--- src/design/gss_pkg.sv ---
// Package for the grid step sequencer.
// Holds the transfer payload types, operation codes and register map.
// No dependencies.
package gss_pkg;

    localparam int ADDR_W = 3;

    localparam logic [1:0] OP_TICK  = 2'd0;
    localparam logic [1:0] OP_GRID  = 2'd1;
    localparam logic [1:0] OP_START = 2'd2;
    localparam logic [1:0] OP_STOP  = 2'd3;

    localparam logic [ADDR_W-1:0] REG_ARMED = 3'd0;

    typedef struct packed {
        logic [1:0] operation;
        logic [3:0] grid_row;
        logic [3:0] grid_step;
        logic       grid_value;
    } gss_in_t;

    typedef struct packed {
        logic [6:0] note_number;
        logic       note_on;
        logic       last;
    } gss_out_t;

    typedef struct packed {
        logic load;
        logic note_on;
        logic tail;
    } gss_scan_ld_t;

    typedef struct packed {
        logic fire;
        logic note_on;
        logic last;
        logic done;
    } gss_scan_ev_t;

endpackage

--- src/design/grid_step_sequencer.sv ---
// Grid step sequencer top level: command port, APB register, sequencer.
// Instantiates gss_grid and gss_scan; uses gss_pkg.
//
// A tick while running keeps busy high through the registered grid read and
// while the single row scanner walks every row once for note-offs and once
// for note-ons, one row per cycle. A stop while running keeps busy high for a
// note-off pass and a grid write for a read and a write; after a start or any
// ignored command busy stays low. Each event appears on result for one cycle
// under strobe, in the cycle after the scanner visits its row; the receiver
// cannot stall it, so no events are held back or dropped while armed is set.
module grid_step_sequencer
    import gss_pkg::*;
#(
    parameter int NUM_ROWS  = 12,
    parameter int NUM_STEPS = 16,
    parameter int BASE_NOTE = 60
)
(
    input  logic              clk,
    input  logic              rst_n,
    input  logic              start,
    output logic              busy,
    input  gss_in_t           cmd,
    output logic              strobe,
    output gss_out_t          result,
    input  logic              psel,
    input  logic              penable,
    input  logic              pwrite,
    input  logic [ADDR_W-1:0] paddr,
    input  logic [31:0]       pwdata,
    output logic [31:0]       prdata,
    output logic              pready
);

    localparam int SW = $clog2(NUM_STEPS);
    localparam int RW = (NUM_ROWS > 1) ? $clog2(NUM_ROWS) : 1;

    typedef enum logic [2:0] {
        ST_IDLE,
        ST_READ,
        ST_WREAD,
        ST_WWRITE,
        ST_OFFS,
        ST_ONS
    } state_t;

    state_t              state_reg, state_next;
    logic                running_reg, running_next;
    logic [SW-1:0]       step_reg, step_next;
    logic [NUM_ROWS-1:0] sounding_reg, sounding_next;
    logic [NUM_ROWS-1:0] column_reg, column_next;
    logic [RW-1:0]       wrow_reg, wrow_next;
    logic                wval_reg, wval_next;
    logic [SW-1:0]       waddr_reg, waddr_next;
    logic                tick_reg, tick_next;
    logic                armed_reg, armed_next;
    logic                strobe_reg, strobe_next;
    gss_out_t            result_reg, result_next;

    logic                accept;
    logic                cfg_write;
    logic                grid_we;
    logic [NUM_ROWS-1:0] grid_wdata;
    logic [SW-1:0]       grid_raddr;
    logic [NUM_ROWS-1:0] grid_rdata;
    logic [NUM_ROWS-1:0] row_bit;
    gss_scan_ld_t        scan_ld;
    logic [NUM_ROWS-1:0] scan_mask;
    gss_scan_ev_t        scan_ev;
    logic [RW-1:0]       scan_row;
    logic                scan_active;

    assign busy      = (state_reg != ST_IDLE);
    assign accept    = start && !busy;
    assign cfg_write = psel && penable && pwrite;
    assign pready    = 1'b1;
    assign prdata    = (paddr == REG_ARMED) ? {31'd0, armed_reg} : 32'd0;

    assign grid_raddr = (state_reg != ST_IDLE)       ? waddr_reg :
                        (cmd.operation == OP_TICK) ? step_reg  : SW'(cmd.grid_step);
    assign row_bit    = NUM_ROWS'(1) << wrow_reg;
    assign grid_we    = (state_reg == ST_WWRITE);
    assign grid_wdata = wval_reg ? (grid_rdata | row_bit) : (grid_rdata & ~row_bit);

    gss_grid #(
        .NUM_ROWS  (NUM_ROWS),
        .NUM_STEPS (NUM_STEPS),
        .SW        (SW)
    ) u_grid (
        .clk   (clk),
        .rst_n (rst_n),
        .we    (grid_we),
        .waddr (waddr_reg),
        .wdata (grid_wdata),
        .raddr (grid_raddr),
        .rdata (grid_rdata)
    );

    gss_scan #(
        .NUM_ROWS (NUM_ROWS),
        .RW       (RW)
    ) u_scan (
        .clk     (clk),
        .rst_n   (rst_n),
        .ld      (scan_ld),
        .mask    (scan_mask),
        .emit_en (armed_reg),
        .ev      (scan_ev),
        .row     (scan_row),
        .active  (scan_active)
    );

    always_comb
    begin
        state_next    = state_reg;
        running_next  = running_reg;
        step_next     = step_reg;
        sounding_next = sounding_reg;
        column_next   = column_reg;
        wrow_next     = wrow_reg;
        wval_next     = wval_reg;
        waddr_next    = waddr_reg;
        tick_next     = tick_reg;
        armed_next    = cfg_write && (paddr == REG_ARMED) ? pwdata[0] : armed_reg;
        scan_ld       = '0;
        scan_mask     = sounding_reg;

        strobe_next              = scan_ev.fire;
        result_next.note_number  = 7'(BASE_NOTE) + 7'(scan_row);
        result_next.note_on      = scan_ev.note_on;
        result_next.last         = scan_ev.last;

        case (state_reg)
            ST_IDLE:
            begin
                if (accept)
                begin
                    case (cmd.operation)
                        OP_TICK:
                        begin
                            if (running_reg)
                            begin
                                tick_next  = 1'b1;
                                state_next = ST_READ;
                            end
                        end
                        OP_GRID:
                        begin
                            if ((32'(cmd.grid_row) < NUM_ROWS) &&
                                (32'(cmd.grid_step) < NUM_STEPS))
                            begin
                                wrow_next  = RW'(cmd.grid_row);
                                wval_next  = cmd.grid_value;
                                waddr_next = SW'(cmd.grid_step);
                                state_next = ST_WREAD;
                            end
                        end
                        OP_START:
                        begin
                            if (!running_reg && armed_reg)
                            begin
                                running_next = 1'b1;
                                step_next    = '0;
                            end
                        end
                        OP_STOP:
                        begin
                            if (running_reg)
                            begin
                                running_next  = 1'b0;
                                tick_next     = 1'b0;
                                sounding_next = '0;
                                scan_ld.load  = 1'b1;
                                state_next    = ST_OFFS;
                            end
                        end
                        default:
                        begin
                            state_next = ST_IDLE;
                        end
                    endcase
                end
            end
            ST_READ:
            begin
                column_next   = grid_rdata;
                sounding_next = grid_rdata;
                step_next     = (step_reg == SW'(NUM_STEPS - 1)) ? '0 : step_reg + SW'(1);
                scan_ld.load  = 1'b1;
                scan_ld.tail  = (grid_rdata != '0);
                state_next    = ST_OFFS;
            end
            ST_WREAD:
            begin
                state_next = ST_WWRITE;
            end
            ST_WWRITE:
            begin
                state_next = ST_IDLE;
            end
            ST_OFFS:
            begin
                if (scan_ev.done)
                begin
                    if (tick_reg)
                    begin
                        scan_ld.load    = 1'b1;
                        scan_ld.note_on = 1'b1;
                        scan_mask       = column_reg;
                        state_next      = ST_ONS;
                    end
                    else
                    begin
                        state_next = ST_IDLE;
                    end
                end
            end
            ST_ONS:
            begin
                scan_mask = column_reg;
                if (scan_ev.done)
                begin
                    state_next = ST_IDLE;
                end
            end
            default:
            begin
                state_next = ST_IDLE;
            end
        endcase
    end

    always_ff @(posedge clk or negedge rst_n)
    begin
        if (!rst_n)
        begin
            state_reg    <= ST_IDLE;
            running_reg  <= 1'b0;
            step_reg     <= '0;
            sounding_reg <= '0;
            tick_reg     <= 1'b0;
            armed_reg    <= 1'b0;
            strobe_reg   <= 1'b0;
        end
        else
        begin
            state_reg    <= state_next;
            running_reg  <= running_next;
            step_reg     <= step_next;
            sounding_reg <= sounding_next;
            tick_reg     <= tick_next;
            armed_reg    <= armed_next;
            strobe_reg   <= strobe_next;
        end
    end

    always_ff @(posedge clk)
    begin
        column_reg <= column_next;
        wrow_reg   <= wrow_next;
        wval_reg   <= wval_next;
        waddr_reg  <= waddr_next;
        result_reg <= result_next;
    end

    assign strobe = strobe_reg;
    assign result = result_reg;

    a_idle_scan_quiet: assert property (@(posedge clk) disable iff (!rst_n)
        (state_reg == ST_IDLE) |-> !scan_active)
        else $error("row scanner active while sequencer idle");

    a_ons_running: assert property (@(posedge clk) disable iff (!rst_n)
        (state_reg == ST_ONS) |-> running_reg)
        else $error("note-on pass while stopped");

    a_more_events_busy: assert property (@(posedge clk) disable iff (!rst_n)
        (strobe_reg && !result_reg.last) |-> busy)
        else $error("transfer not last but sequencer idle");

    a_start_step_zero: assert property (@(posedge clk) disable iff (!rst_n)
        $rose(running_reg) |-> (step_reg == '0))
        else $error("start did not clear step");

endmodule

--- src/design/gss_grid.sv ---
// Pattern grid store: one word of row bits per step, registered read.
// Per-step valid flags give cleared contents after reset. Uses gss_pkg.
module gss_grid
    import gss_pkg::*;
#(
    parameter int NUM_ROWS  = 12,
    parameter int NUM_STEPS = 16,
    parameter int SW        = $clog2(NUM_STEPS)
)
(
    input  logic                clk,
    input  logic                rst_n,
    input  logic                we,
    input  logic [SW-1:0]       waddr,
    input  logic [NUM_ROWS-1:0] wdata,
    input  logic [SW-1:0]       raddr,
    output logic [NUM_ROWS-1:0] rdata
);

    logic [NUM_ROWS-1:0]  mem [NUM_STEPS];
    logic [NUM_STEPS-1:0] valid_reg;
    logic [NUM_ROWS-1:0]  rdata_reg;

    always_ff @(posedge clk or negedge rst_n)
    begin
        if (!rst_n)
        begin
            valid_reg <= '0;
        end
        else if (we)
        begin
            valid_reg[waddr] <= 1'b1;
        end
    end

    always_ff @(posedge clk)
    begin
        if (we)
        begin
            mem[waddr] <= wdata;
        end
        rdata_reg <= valid_reg[raddr] ? mem[raddr] : '0;
    end

    assign rdata = rdata_reg;

endmodule

--- src/design/gss_scan.sv ---
// Row scanner: walks a row mask one row per cycle and flags each set row while emit_en is high.
// Shared by note-off and note-on passes. Uses gss_pkg.
module gss_scan
    import gss_pkg::*;
#(
    parameter int NUM_ROWS = 12,
    parameter int RW       = (NUM_ROWS > 1) ? $clog2(NUM_ROWS) : 1
)
(
    input  logic                clk,
    input  logic                rst_n,
    input  gss_scan_ld_t        ld,
    input  logic [NUM_ROWS-1:0] mask,
    input  logic                emit_en,
    output gss_scan_ev_t        ev,
    output logic [RW-1:0]       row,
    output logic                active
);

    logic [NUM_ROWS-1:0] sr_reg;
    logic [RW-1:0]       cnt_reg;
    logic                active_reg;
    logic                tail_reg;
    logic                on_reg;
    logic                end_row;

    assign end_row = active_reg && (cnt_reg == RW'(NUM_ROWS - 1));

    always_ff @(posedge clk or negedge rst_n)
    begin
        if (!rst_n)
        begin
            active_reg <= 1'b0;
            cnt_reg    <= '0;
        end
        else if (ld.load)
        begin
            active_reg <= 1'b1;
            cnt_reg    <= '0;
        end
        else if (active_reg)
        begin
            active_reg <= !end_row;
            cnt_reg    <= cnt_reg + RW'(1);
        end
    end

    always_ff @(posedge clk)
    begin
        if (ld.load)
        begin
            sr_reg   <= mask;
            tail_reg <= ld.tail;
            on_reg   <= ld.note_on;
        end
        else if (active_reg)
        begin
            sr_reg <= sr_reg >> 1;
        end
    end

    assign ev.fire    = active_reg && sr_reg[0] && emit_en;
    assign ev.note_on = on_reg;
    assign ev.last    = !tail_reg && ((sr_reg >> 1) == '0);
    assign ev.done    = end_row;
    assign row        = cnt_reg;
    assign active     = active_reg;

endmodule

--- config.mk ---
export PLATFORM = sky130hd
export DESIGN_NAME = grid_step_sequencer
export DESIGN_NICKNAME = d
export VERILOG_FILES = /design/src/design/gss_pkg.sv /design/src/design/grid_step_sequencer.sv /design/src/design/gss_grid.sv /design/src/design/gss_scan.sv
export SDC_FILE = /design/constraint.sdc
export NUM_CORES = 1
export LEC_CHECK = 0
export BUFFER_PORTS_ARGS = -buffer_cell sky130_fd_sc_hd__buf_4
export CAP_MARGIN = 5
export CORE_MARGIN = 3
export CORE_UTILIZATION = 45
export CTS_BUF_LIST = sky130_fd_sc_hd__clkbuf_4 sky130_fd_sc_hd__clkbuf_8
export DETAILED_ROUTE_END_ITERATION = 8
export PLACE_DENSITY = 0.65
export SLEW_MARGIN = 20
export SYNTH_ARGS = -nofsm -noshare
export SYNTH_HDL_FRONTEND = slang
export SYNTH_SLANG_ARGS = --single-unit
--- constraint.sdc ---
create_clock -name clk -period 3.1 [get_ports clk]
set_input_delay 0.155 -clock clk [delete_from_list [all_inputs] [get_ports clk]]
set_output_delay 0.155 -clock clk [all_outputs]
set_load 0.01 [all_outputs]
==> results.py, run 1 <==
metrics = {
    "sta": {
        "clock_skew_ns": 0.0352,
        "setup_viol": 0,
        "fin_crit_sh_pct": 87.3,
        "fmax_ghz": 0.369,
        "final_hold_viol_count": 0,
        "min_period_ns": 2.71,
        "worst_pin_slew_ns": 0.879,
        "drv_slew": 0,
        "setup_tns_ns": 0,
        "rsz0062_at_grt": "false",
        "relSlewSlack_pct": 41.2,
    },
    "synth": {
        "ys_types": 51,
        "netlist_area_mm2": 0.0119,
        "synth-seq-cells": 291,
        "synthAdderAreaFrac_pct": 0.421,
        "synth_top_family_by_area": "compound AO/OA/AOI/OAI gates",
        "synthMuxAreaShare_pct": 2.83,
        "synth_compound_area_share_pct": 12.2,
        "synth.largest_area_cell": "edfxtp_1",
        "synthXorXnorAreaFrac_pct": 0.221,
        "yosys.area_share.simple_pct": 9.91,
        "synth_top_area_share_pct": 57.4,
        "ys_seq_area_share_pct": 70.0,
        "syn_inst": 899,
        "synth-async-reset-ratio_pct": 15.1,
        "synth.avg_cell_area_um2": 13.2,
        "synth_flop_cell": "edfxtp_1",
        "synth_edf_count": 227,
        "ys_warn_count": 0,
        "synthTopCellsByArea": "edfxtp_1 (57%), dfrtp_1 (9.3%), nand2_1 (5.0%)",
    },
    "floorplanning": {
        "dieWidth_um": 168,
        "initial_utilization_pct": 46.5,
        "io_pins": 96,
        "die_area_mm2": 0.0284,
        "rows": 58,
        "die_height_um": 168,
        "core_mm2": 0.0255,
    },
    "worst_hold_path": {
        "min_from": "cmd[10]",
        "hold_class": "in -> reg",
        "hold_end": "state_reg[1]",
        "hold_path_depth": 4,
    },
    "routing": {
        "avgRoutedWirePerCell_um": 18.7,
        "viasPerCell": 5.54,
        "vias": 7426,
        "drt_wl_total_um": 25100,
        "drt_iter0_drc": 694,
        "drc": 0,
        "drtAntennaViolNets": 0,
        "first_pass_iters": 7,
    },
    "worst_setup_path": {
        "cp_slowest_cell": "buf_4",
        "crit_fanout": 56,
        "start_kind": "register",
        "worstRegToRegCells": 9,
        "crit_arrival_ns": 3.17,
        "cp.required_ns": 3.56,
        "timing.rr.start": "state_reg[2]",
        "end_kind": "register",
        "crit_family": "compound AO/OA/AOI/OAI gates",
        "cp_num_buf_inv": 2,
        "rrSetupSlack_ns": 0.39,
        "worstSetupPathType": "reg -> reg",
        "cp_slowest_stage_delay_ns": 0.55,
        "timing.critical_path.from": "state_reg[2]",
        "worstPathCellList": "nor3_4 -> inv_2 -> a211o_4 -> o21ai_4 -> buf_4 -> nand2_1 -> a32oi_1 -> a22oi_1 -> a21oi_2",
        "rr_endpoint": "u_grid.rdata[9]",
    },
    "power_and_ir_drop": {
        "pwr_density_cell_mw_per_mm2": 883,
        "leakagePower_nw": 5.05,
        "vdd_drop_max_mv": 0.572,
    },
    "final_layout": {
        "mostFrequentLayoutCells": "edfxtp_1 (227), nand2_1 (158), a21oi_1 (68), buf_4 (60), clkbuf_8 (53)",
        "fill_cells": 2127,
        "area.growth.synth_to_final_pct": 14.7,
        "multi_input_area_mm2": 0.00320,
        "largest_reg_flops": 192,
        "nets": 1029,
        "diodes": 0,
        "final_common_cell": "edfxtp_1",
        "final-seq-area_mm2": 0.00832,
        "drive_gt1_share_pct": 19.7,
        "final_core_util_pct": 53.4,
    },
    "global_route": {
        "grt_pass1_vias": 7123,
        "grt_pass1_wl_um": 39700,
        "grtUsageTotal_pct": 17.5,
        "grt_max_degree": 97,
        "antenna_found_initial": 0,
        "grt-ovfl-total": 0,
    },
    "placed_design": {
        "hpwl_um": 15300,
        "gp_congestion": 0.835,
        "portBuffers": 32,
    },
    "run_status": {
        "status": "finished, final reports clean",
    },
    "cts": {
        "cts_made_buffers": 47,
        "cts_tree": "built",
        "clkSlewWorstSetupHoldPaths_ns": 0.06,
        "h-tree-depth": 2,
        "cts_num_sinks": 291,
        "cts_buffer_depth": 3,
        "cts_hold_buf": 16,
        "post-cts-setup-buffer-count": 0,
        "root_buffer": "clkbuf_8",
        "ctsResizeCount": 0,
        "clkLatencyLatePin_ns": 0.56,
    },
    "job": {
        "maxCapViolations": 0,
    },
}
per-stage QoR:
| step | setup slack [ns] | cell area, µm² | hold slack, ns | std cells | power, mW |
|---|---|---|---|---|---|
| final | 0.393 | 13600 | 0.0667 | 1341 | 12.0 |
| after global routing | 0.178 | 13600 | 0.0932 | 1341 | 12.7 |
| after CTS | 0.396 | 13600 | 0.0229 | 1341 | 12.1 |
| after detailed placement | 0.440 | 12500 | 0.205 | 1238 | 8.70 |
| after global placement | 0.480 | 12500 | 0.204 | 1238 | 8.64 |
| after floorplan | 0.378 | 12000 | -0.141 | 929 | 7.65 |
cell type report:
| cell class | count | share of cell area (%) |
|---|---|---|
| sequential | 291 | 61.0 |
| multi-input combinational | 543 | 23.5 |
| clock buffer | 74 | 6.51 |
| timing repair buffer | 79 | 4.92 |
| tap | 330 | 3.03 |
| clock inverter | 13 | 0.689 |
| inverter | 11 | 0.303 |
logic make-up (layout without fill, tap and decap cells):
logic type | after synthesis | count (layout)
AO/OA/AOI/OAI | 202 | 202
XOR/XNOR | 3 | 3
adder cells (fa/ha/maj) | 4 | 4
buffers and inverters | 95 | 177
flip-flops | 291 | 291
multiplexers | 32 | 32
other | 2 | 32
AND/OR/NAND/NOR | 270 | 270
Yosys cell counts (all sizes together) (7+ instances only):
master and count:
a21oi 79, a22o 13, a22oi 24, a32oi 48, buf 50, clkbuf 34
dfrtp 44, dfxtp 20, edfxtp 227, inv 10, mux2 13, mux2i 19
nand2 158, nand2b 9, nor2 47, nor3 14, nor4 9, o21a 7
o21ai 8, or2 18
worst max path at each step:
stage	end	slack (ns)	depth (start not counted)
final	u_grid.rdata[9]	0.39	9
after global routing	u_grid.rdata[9]	0.18	9
after CTS	u_grid.rdata[9]	0.40	9
after detailed placement	u_grid.rdata[5]	0.44	9
after global placement	u_grid.rdata[10]	0.48	9
after floorplan	waddr_reg[0]	0.38	4
tightest hold or removal path, stage by stage:
cell     delay (ns)
buf_4          0.15
inv_1          0.08
a21oi_1        0.13
nor4_1         0.06
where the power goes:
| part | leakage (nW) | switching [mW] | internal [mW] | total, mW |
|---|---|---|---|---|
| sequential | 2.85 | 0.277 | 4.78 | 5.05 |
| combinational | 1.67 | 2.30 | 1.30 | 3.60 |
| clock | 0.528 | 1.46 | 1.91 | 3.37 |
metal layers:
metal	vias to the layer above	track usage [%]	share of wire (%)
li1	3457	-	-
met1	3703	25.3	46
met2	243	27.6	47
met3	23	3.69	6.4
met4	0	4.13	1.1
met5	-	0	0
(Power assumes the default switching activity.)
==> run 2: changes to the inputs <==
--- a/config.mk
+++ b/config.mk
@@ -15,4 +15,5 @@
 export SLEW_MARGIN = 20
 export SYNTH_ARGS = -nofsm -noshare
 export SYNTH_HDL_FRONTEND = slang
+export SYNTH_HIERARCHICAL = 1
 export SYNTH_SLANG_ARGS = --single-unit
==> results.py, run 2 <==
metrics = {
    "final_layout": {
        "drive_gt1_share_pct": 32.3,
        "final_common_cell": "edfxtp_1",
        "multi_input_area_mm2": 0.00313,
        "area.growth.synth_to_final_pct": 13.8,
        "largest_reg_flops": 192,
        "final-seq-area_mm2": 0.00832,
        "nets": 829,
        "diodes": 0,
        "mostFrequentLayoutCells": "edfxtp_1 (227), buf_4 (60), mux4_2 (49), clkbuf_8 (47), dfrtp_1 (44)",
        "fill_cells": 2051,
    },
    "global_route": {
        "grt-ovfl-total": 0,
        "grt_pass1_wl_um": 37300,
        "antenna_found_initial": 0,
        "grt_pass1_vias": 6483,
        "grt_max_degree": 45,
        "grtUsageTotal_pct": 17.2,
    },
    "worst_setup_path": {
        "cp_slowest_stage_delay_ns": 0.52,
        "start_kind": "register",
        "cp.required_ns": 3.53,
        "worstSetupPathType": "reg -> reg",
        "end_kind": "register",
        "cp_slowest_cell": "mux4_2",
        "crit_arrival_ns": 3.23,
        "crit_fanout": 9,
        "crit_family": "compound AO/OA/AOI/OAI gates",
        "cp_num_buf_inv": 2,
        "worstPathCellList": "nor3_4 -> clkinv_1 -> o21ai_4 -> buf_4 -> mux4_2 -> a22oi_1 -> a21oi_1",
    },
    "power_and_ir_drop": {
        "power_switching_share_pct": 30.7,
        "switching_power_mw": 3.60,
        "power.internal_mw": 8.11,
        "p_total_mw": 11.7,
        "power_frac_seq_pct": 43.1,
        "leakagePower_nw": 4.89,
        "pwr_density_cell_mw_per_mm2": 869,
        "combPwrFrac_pct": 30.7,
        "vdd_drop_max_mv": 0.418,
        "pwr-share-clk_pct": 26.2,
    },
    "cts": {
        "root_buffer": "clkbuf_8",
        "clkSlewWorstSetupHoldPaths_ns": 0.06,
        "cts_num_sinks": 291,
        "cts_made_buffers": 46,
        "cts_buffer_depth": 3,
        "h-tree-depth": 2,
        "clkLatencyLatePin_ns": 0.56,
        "post-cts-setup-buffer-count": 0,
        "cts_tree": "built",
    },
    "synth": {
        "ys_types": 64,
        "synth_common_cells": "edfxtp_1 (227), mux4_2 (49), dfrtp_1 (44), buf_4 (38), nand2_1 (35)",
        "synth_most_common_cell": "edfxtp_1",
        "ys_warn_count": 6,
        "synth-async-reset-ratio_pct": 15.1,
        "synth_flop_cell": "edfxtp_1",
        "synth_top_area_share_pct": 57.6,
        "synth_edf_count": 227,
        "synth.largest_area_cell": "edfxtp_1",
        "synth-seq-cells": 291,
        "synthTopCellsByArea": "edfxtp_1 (58%), mux4_2 (9.3%), dfrtp_1 (9.3%)",
        "syn_inst": 679,
        "synth.avg_cell_area_um2": 17.4,
        "ys_seq_area_share_pct": 70.3,
        "netlist_area_mm2": 0.0118,
    },
    "run_status": {
        "status": "finished, final reports clean",
    },
    "floorplanning": {
        "initial_utilization_pct": 46.3,
        "die_height_um": 168,
        "core_mm2": 0.0255,
        "rows": 58,
        "dieWidth_um": 168,
        "die_area_mm2": 0.0283,
        "io_pins": 96,
    },
    "sta": {
        "fin_crit_sh_pct": 90.2,
        "min_period_ns": 2.80,
        "setup_tns_ns": 0,
        "clock_skew_ns": 0.0256,
        "final_hold_viol_count": 0,
        "rsz0062_at_grt": "false",
        "setup_viol": 0,
        "relSlewSlack_pct": 57.3,
        "drv_slew": 0,
        "worst_pin_slew_ns": 0.640,
        "fmax_ghz": 0.358,
    },
    "placed_design": {
        "hpwl_um": 14900,
        "gp_congestion": 0.835,
        "portBuffers": 32,
    },
    "routing": {
        "first_pass_iters": 5,
        "drt_iter0_drc": 611,
        "viasPerCell": 5.45,
        "drtAntennaViolNets": 0,
        "drt_wl_total_um": 24000,
        "avgRoutedWirePerCell_um": 21.1,
        "drc": 0,
        "vias": 6209,
    },
    "worst_hold_path": {
        "hold_class": "in -> async",
    },
    "job": {
        "maxCapViolations": 0,
    },
}
-- run 2: cell types whose count changed in the layout (fill, tap and decap cells not counted), moves of 11 or more --
cell	previous run	this run
a32oi_1	48	0
nand2_1	158	35
nor2_1	47	22
mux4_2	0	49
a22o_1	13	2
mux2_2	13	32
mux2i_1	19	5
a21oi_1	68	16
-- run 2: what timing repair did --
item | in CTS | in global routing
gates resized for setup | 0 | 0
endpoints found under the hold margin | 59 | 0
hold buffers | 17 | 0
-- run 2: layout make-up --
| class | count | area share (%) |
|---|---|---|
| Sequential cell | 291 | 61.8 |
| Multi-Input combinational cell | 343 | 23.2 |
| Clock buffer | 65 | 5.81 |
| Timing Repair Buffer | 80 | 5.05 |
| Tap cell | 330 | 3.07 |
| Clock inverter | 18 | 0.687 |
| Inverter | 12 | 0.390 |
-- run 2: final timing paths --
check	to	slack (ns)	cells after the start	start
worst max register to register	u_grid/rdata[6]	0.30	7	state_reg[0]
worst min register to register	result[1]	0.33	0	u_scan/on_reg
max in group asynchronous	u_grid/valid_reg[13]	2.52	2	rst_n
worst min-delay path	u_scan/row[3]	0.16	2	rst_n
min in group clk	result[1]	0.33	0	u_scan/on_reg
worst max-delay path	u_grid/rdata[6]	0.30	7	state_reg[0]
-- run 2: power groups by stage --
| stage | Sequential (mW) | Clock, mW | Combinational (mW) |
|---|---|---|---|
| CTS | 5.04 | 3.15 | 3.64 |
| global route | 5.08 | 3.33 | 3.90 |
| global placement | 5.08 | 0 | 3.51 |
| finish | 5.04 | 3.07 | 3.60 |
| detailed placement | 5.11 | 0 | 3.60 |
| floorplan | 5.00 | 0 | 2.74 |
-- run 2: metal layers --
metal | share of wire, % | track usage, % | vias up
met2 | 49 | 28.5 | 219
met3 | 6.5 | 3.47 | 42
met4 | 2.0 | 5.16 | 0
met1 | 42 | 23.3 | 3172
met5 | 0 | 0 | -
li1 | - | - | 2776
-- run 2: kinds of logic (layout without fill, tap and decap cells) --
kind of cell | after synthesis | in the layout | share of synthesized area (%)
AOI/OAI and AO/OA | 78 | 78 | 4.44
xor gates and xnor gates | 1 | 1 | 0.0740
adders and majority gates | 3 | 3 | 0.317
buffers and inverters | 75 | 175 | 4.57
DFF | 291 | 291 | 70.3
muxes | 95 | 95 | 14.2
other | 2 | 32 | 0.0635
and+or+nand+nor | 134 | 134 | 6.08
-- run 2: through the flow --
stage                     hold WS, ns  std cells  setup slack [ns]  util, %  area (µm²)
after detailed placement        0.200       1039             0.280     48.6       12400
after global routing            0.183       1139             0.128     52.7       13500
after global placement          0.184       1039             0.330     48.6       12400
after floorplan                -0.141        709             0.473        -       11900
after CTS                       0.132       1139             0.273     52.7       13500
final                           0.159       1139             0.305     52.7       13500
-- run 2: worst reg2reg max path, stage by stage, from the launching register on --
cell	delay, ns
dfrtp_1	0.49
nor3_4	0.25
clkinv_1	0.17
o21ai_4	0.48
buf_4	0.32
mux4_2	0.52
a22oi_1	0.35
a21oi_1	0.11
==> run 3: changes to the inputs <==
--- a/config.mk
+++ b/config.mk
@@ -12,6 +12,7 @@
 export CTS_BUF_LIST = sky130_fd_sc_hd__clkbuf_4 sky130_fd_sc_hd__clkbuf_8
 export DETAILED_ROUTE_END_ITERATION = 8
 export PLACE_DENSITY = 0.65
+export REMOVE_ABC_BUFFERS = 1
 export SLEW_MARGIN = 20
 export SYNTH_ARGS = -nofsm -noshare
 export SYNTH_HDL_FRONTEND = slang
==> results.py, run 3 (same netlist as run 2, synthesis figures left out) <==
metrics = {
    "run_status": {
        "status": "finished, final reports clean",
    },
    "final_layout": {
        "drive_gt1_share_pct": 32.8,
        "nets": 826,
        "fill_cells": 2050,
        "final_common_cell": "edfxtp_1",
        "largest_reg_flops": 192,
        "area.growth.synth_to_final_pct": 14.0,
        "diodes": 0,
        "mostFrequentLayoutCells": "edfxtp_1 (227), buf_4 (57), clkbuf_8 (51), mux4_2 (49), dfrtp_1 (44)",
        "fin_area_mm2": 0.0135,
    },
    "cts": {
        "root_buffer": "clkbuf_8",
        "cts_made_buffers": 45,
        "cts_num_sinks": 291,
        "h-tree-depth": 2,
        "cts_buffer_depth": 3,
        "post-cts-setup-buffer-count": 0,
        "cts_hold_buf": 17,
        "ctsResizeCount": 0,
        "clkSlewWorstSetupHoldPaths_ns": 0.06,
        "clkLatencyLatePin_ns": 0.57,
        "cts_tree": "built",
    },
    "worst_setup_path": {
        "worstSetupPathType": "reg -> reg",
        "end_kind": "register",
        "cp_slowest_cell": "mux4_2",
        "cp_num_buf_inv": 2,
        "crit_fanout": 23,
        "cp.required_ns": 3.53,
        "start_kind": "register",
        "rrSetupSlack_ns": 0.15,
        "crit_arrival_ns": 3.38,
        "worstPathCellList": "nor3_4 -> clkinv_1 -> o21ai_4 -> buf_12 -> mux4_2 -> a22oi_1 -> a21oi_1",
        "cp_slowest_stage_delay_ns": 0.53,
        "crit_family": "compound AO/OA/AOI/OAI gates",
    },
    "power_and_ir_drop": {
        "leakagePower_nw": 4.91,
        "vdd_drop_max_mv": 0.463,
        "pwr_density_cell_mw_per_mm2": 880,
    },
    "sta": {
        "fmax_ghz": 0.339,
        "final_hold_viol_count": 0,
        "relSlewSlack_pct": 49.1,
        "rsz0062_at_grt": "false",
        "setup_viol": 0,
        "setup_tns_ns": 0,
        "min_period_ns": 2.95,
        "worst_pin_slew_ns": 0.761,
        "clock_skew_ns": 0.0236,
        "drv_slew": 0,
        "fin_crit_sh_pct": 95.2,
    },
    "routing": {
        "highest_layer": "met4",
        "drt_wl_total_um": 24400,
        "met1_length_um": 10500,
        "viasPerCell": 5.62,
        "first_pass_iters": 5,
        "vias": 6370,
        "met3WireLength_um": 1810,
        "avgRoutedWirePerCell_um": 21.5,
        "wl_met2_um": 11400,
        "drt_iter0_drc": 699,
        "drtAntennaViolNets": 0,
        "drc": 0,
    },
    "floorplanning": {
        "die_area_mm2": 0.0283,
        "dieWidth_um": 168,
        "die_height_um": 168,
        "core_mm2": 0.0255,
        "rows": 58,
        "io_pins": 96,
        "initial_utilization_pct": 46.3,
    },
    "global_route": {
        "grt_max_degree": 45,
        "grt-ovfl-total": 0,
        "grtUsageTotal_pct": 17.2,
        "grt_pass1_vias": 6415,
        "antenna_found_initial": 0,
        "grt_pass1_wl_um": 37400,
    },
    "placed_design": {
        "portBuffers": 32,
        "gp_congestion": 0.860,
        "hpwl_um": 15100,
        "placed_area_mm2": 0.0124,
    },
    "worst_hold_path": {
        "hold_class": "in -> async",
    },
    "job": {
        "maxCapViolations": 0,
    },
}
run 3: cell count changes in the layout (fill, tap and decap cells not counted):
| cell | previous run | this run |
|---|---|---|
| buf_12 | 3 | 4 |
| buf_4 | 60 | 57 |
| clkbuf_4 | 18 | 21 |
| clkbuf_8 | 47 | 51 |
| clkinv_1 | 12 | 4 |
| clkinv_2 | 4 | 2 |
| clkinv_8 | 1 | 0 |
| clkinvlp_4 | 2 | 0 |
| inv_6 | 0 | 1 |
| inv_8 | 1 | 2 |
run 3: area by class of cell:
cell class | count | area [µm²] | share of cell area, %
multi-input cells | 343 | 3130 | 23.2
flip-flops and latches | 291 | 8320 | 61.7
well taps | 330 | 413 | 3.06
repair buffers | 78 | 678 | 5.03
inverters | 12 | 52.6 | 0.390
clock inverters | 7 | 41.3 | 0.306
clock buffers | 72 | 860 | 6.37
run 3: final timing paths:
check,cells past startpoint,start,end
worst max-delay path,7,state_reg[0],u_grid/rdata[1]
worst min-delay path,2,rst_n,running_reg
worst max register to register,7,state_reg[0],u_grid/rdata[1]
worst min register to register,0,u_scan/on_reg,result[1]
max in group asynchronous,2,rst_n,u_grid/valid_reg[13]
min in group clk,2,cmd[5],wrow_reg[0]
run 3: power breakdown:
group,internal (mW),switching (mW),leakage [nW]
clock network,1.76,1.41,0.486
registers,4.74,0.302,2.84
logic,1.76,1.90,1.59
total,8.26,3.62,4.91
run 3: stage by stage:
stage / cells / util, % / power (mW) / hold WS (ns) / setup WS, ns
floorplan: 646 / - / 7.43 / -0.141 / -5.78
global route: 1133 / 52.8 / 12.5 / 0.198 / 0.0234
finish: 1133 / 52.8 / 11.9 / 0.149 / 0.148
detailed placement: 1037 / 48.6 / 8.76 / 0.201 / 0.216
CTS: 1133 / 52.8 / 12.0 / 0.147 / 0.174
global placement: 1037 / 48.6 / 8.63 / 0.185 / 0.288
run 3: per-layer routing:
metal  up-vias  GRT usage (%)
met5         -              0
met1      3258           24.3
met3        52           3.55
li1       2768              -
met4         0           6.44
met2       292           26.8
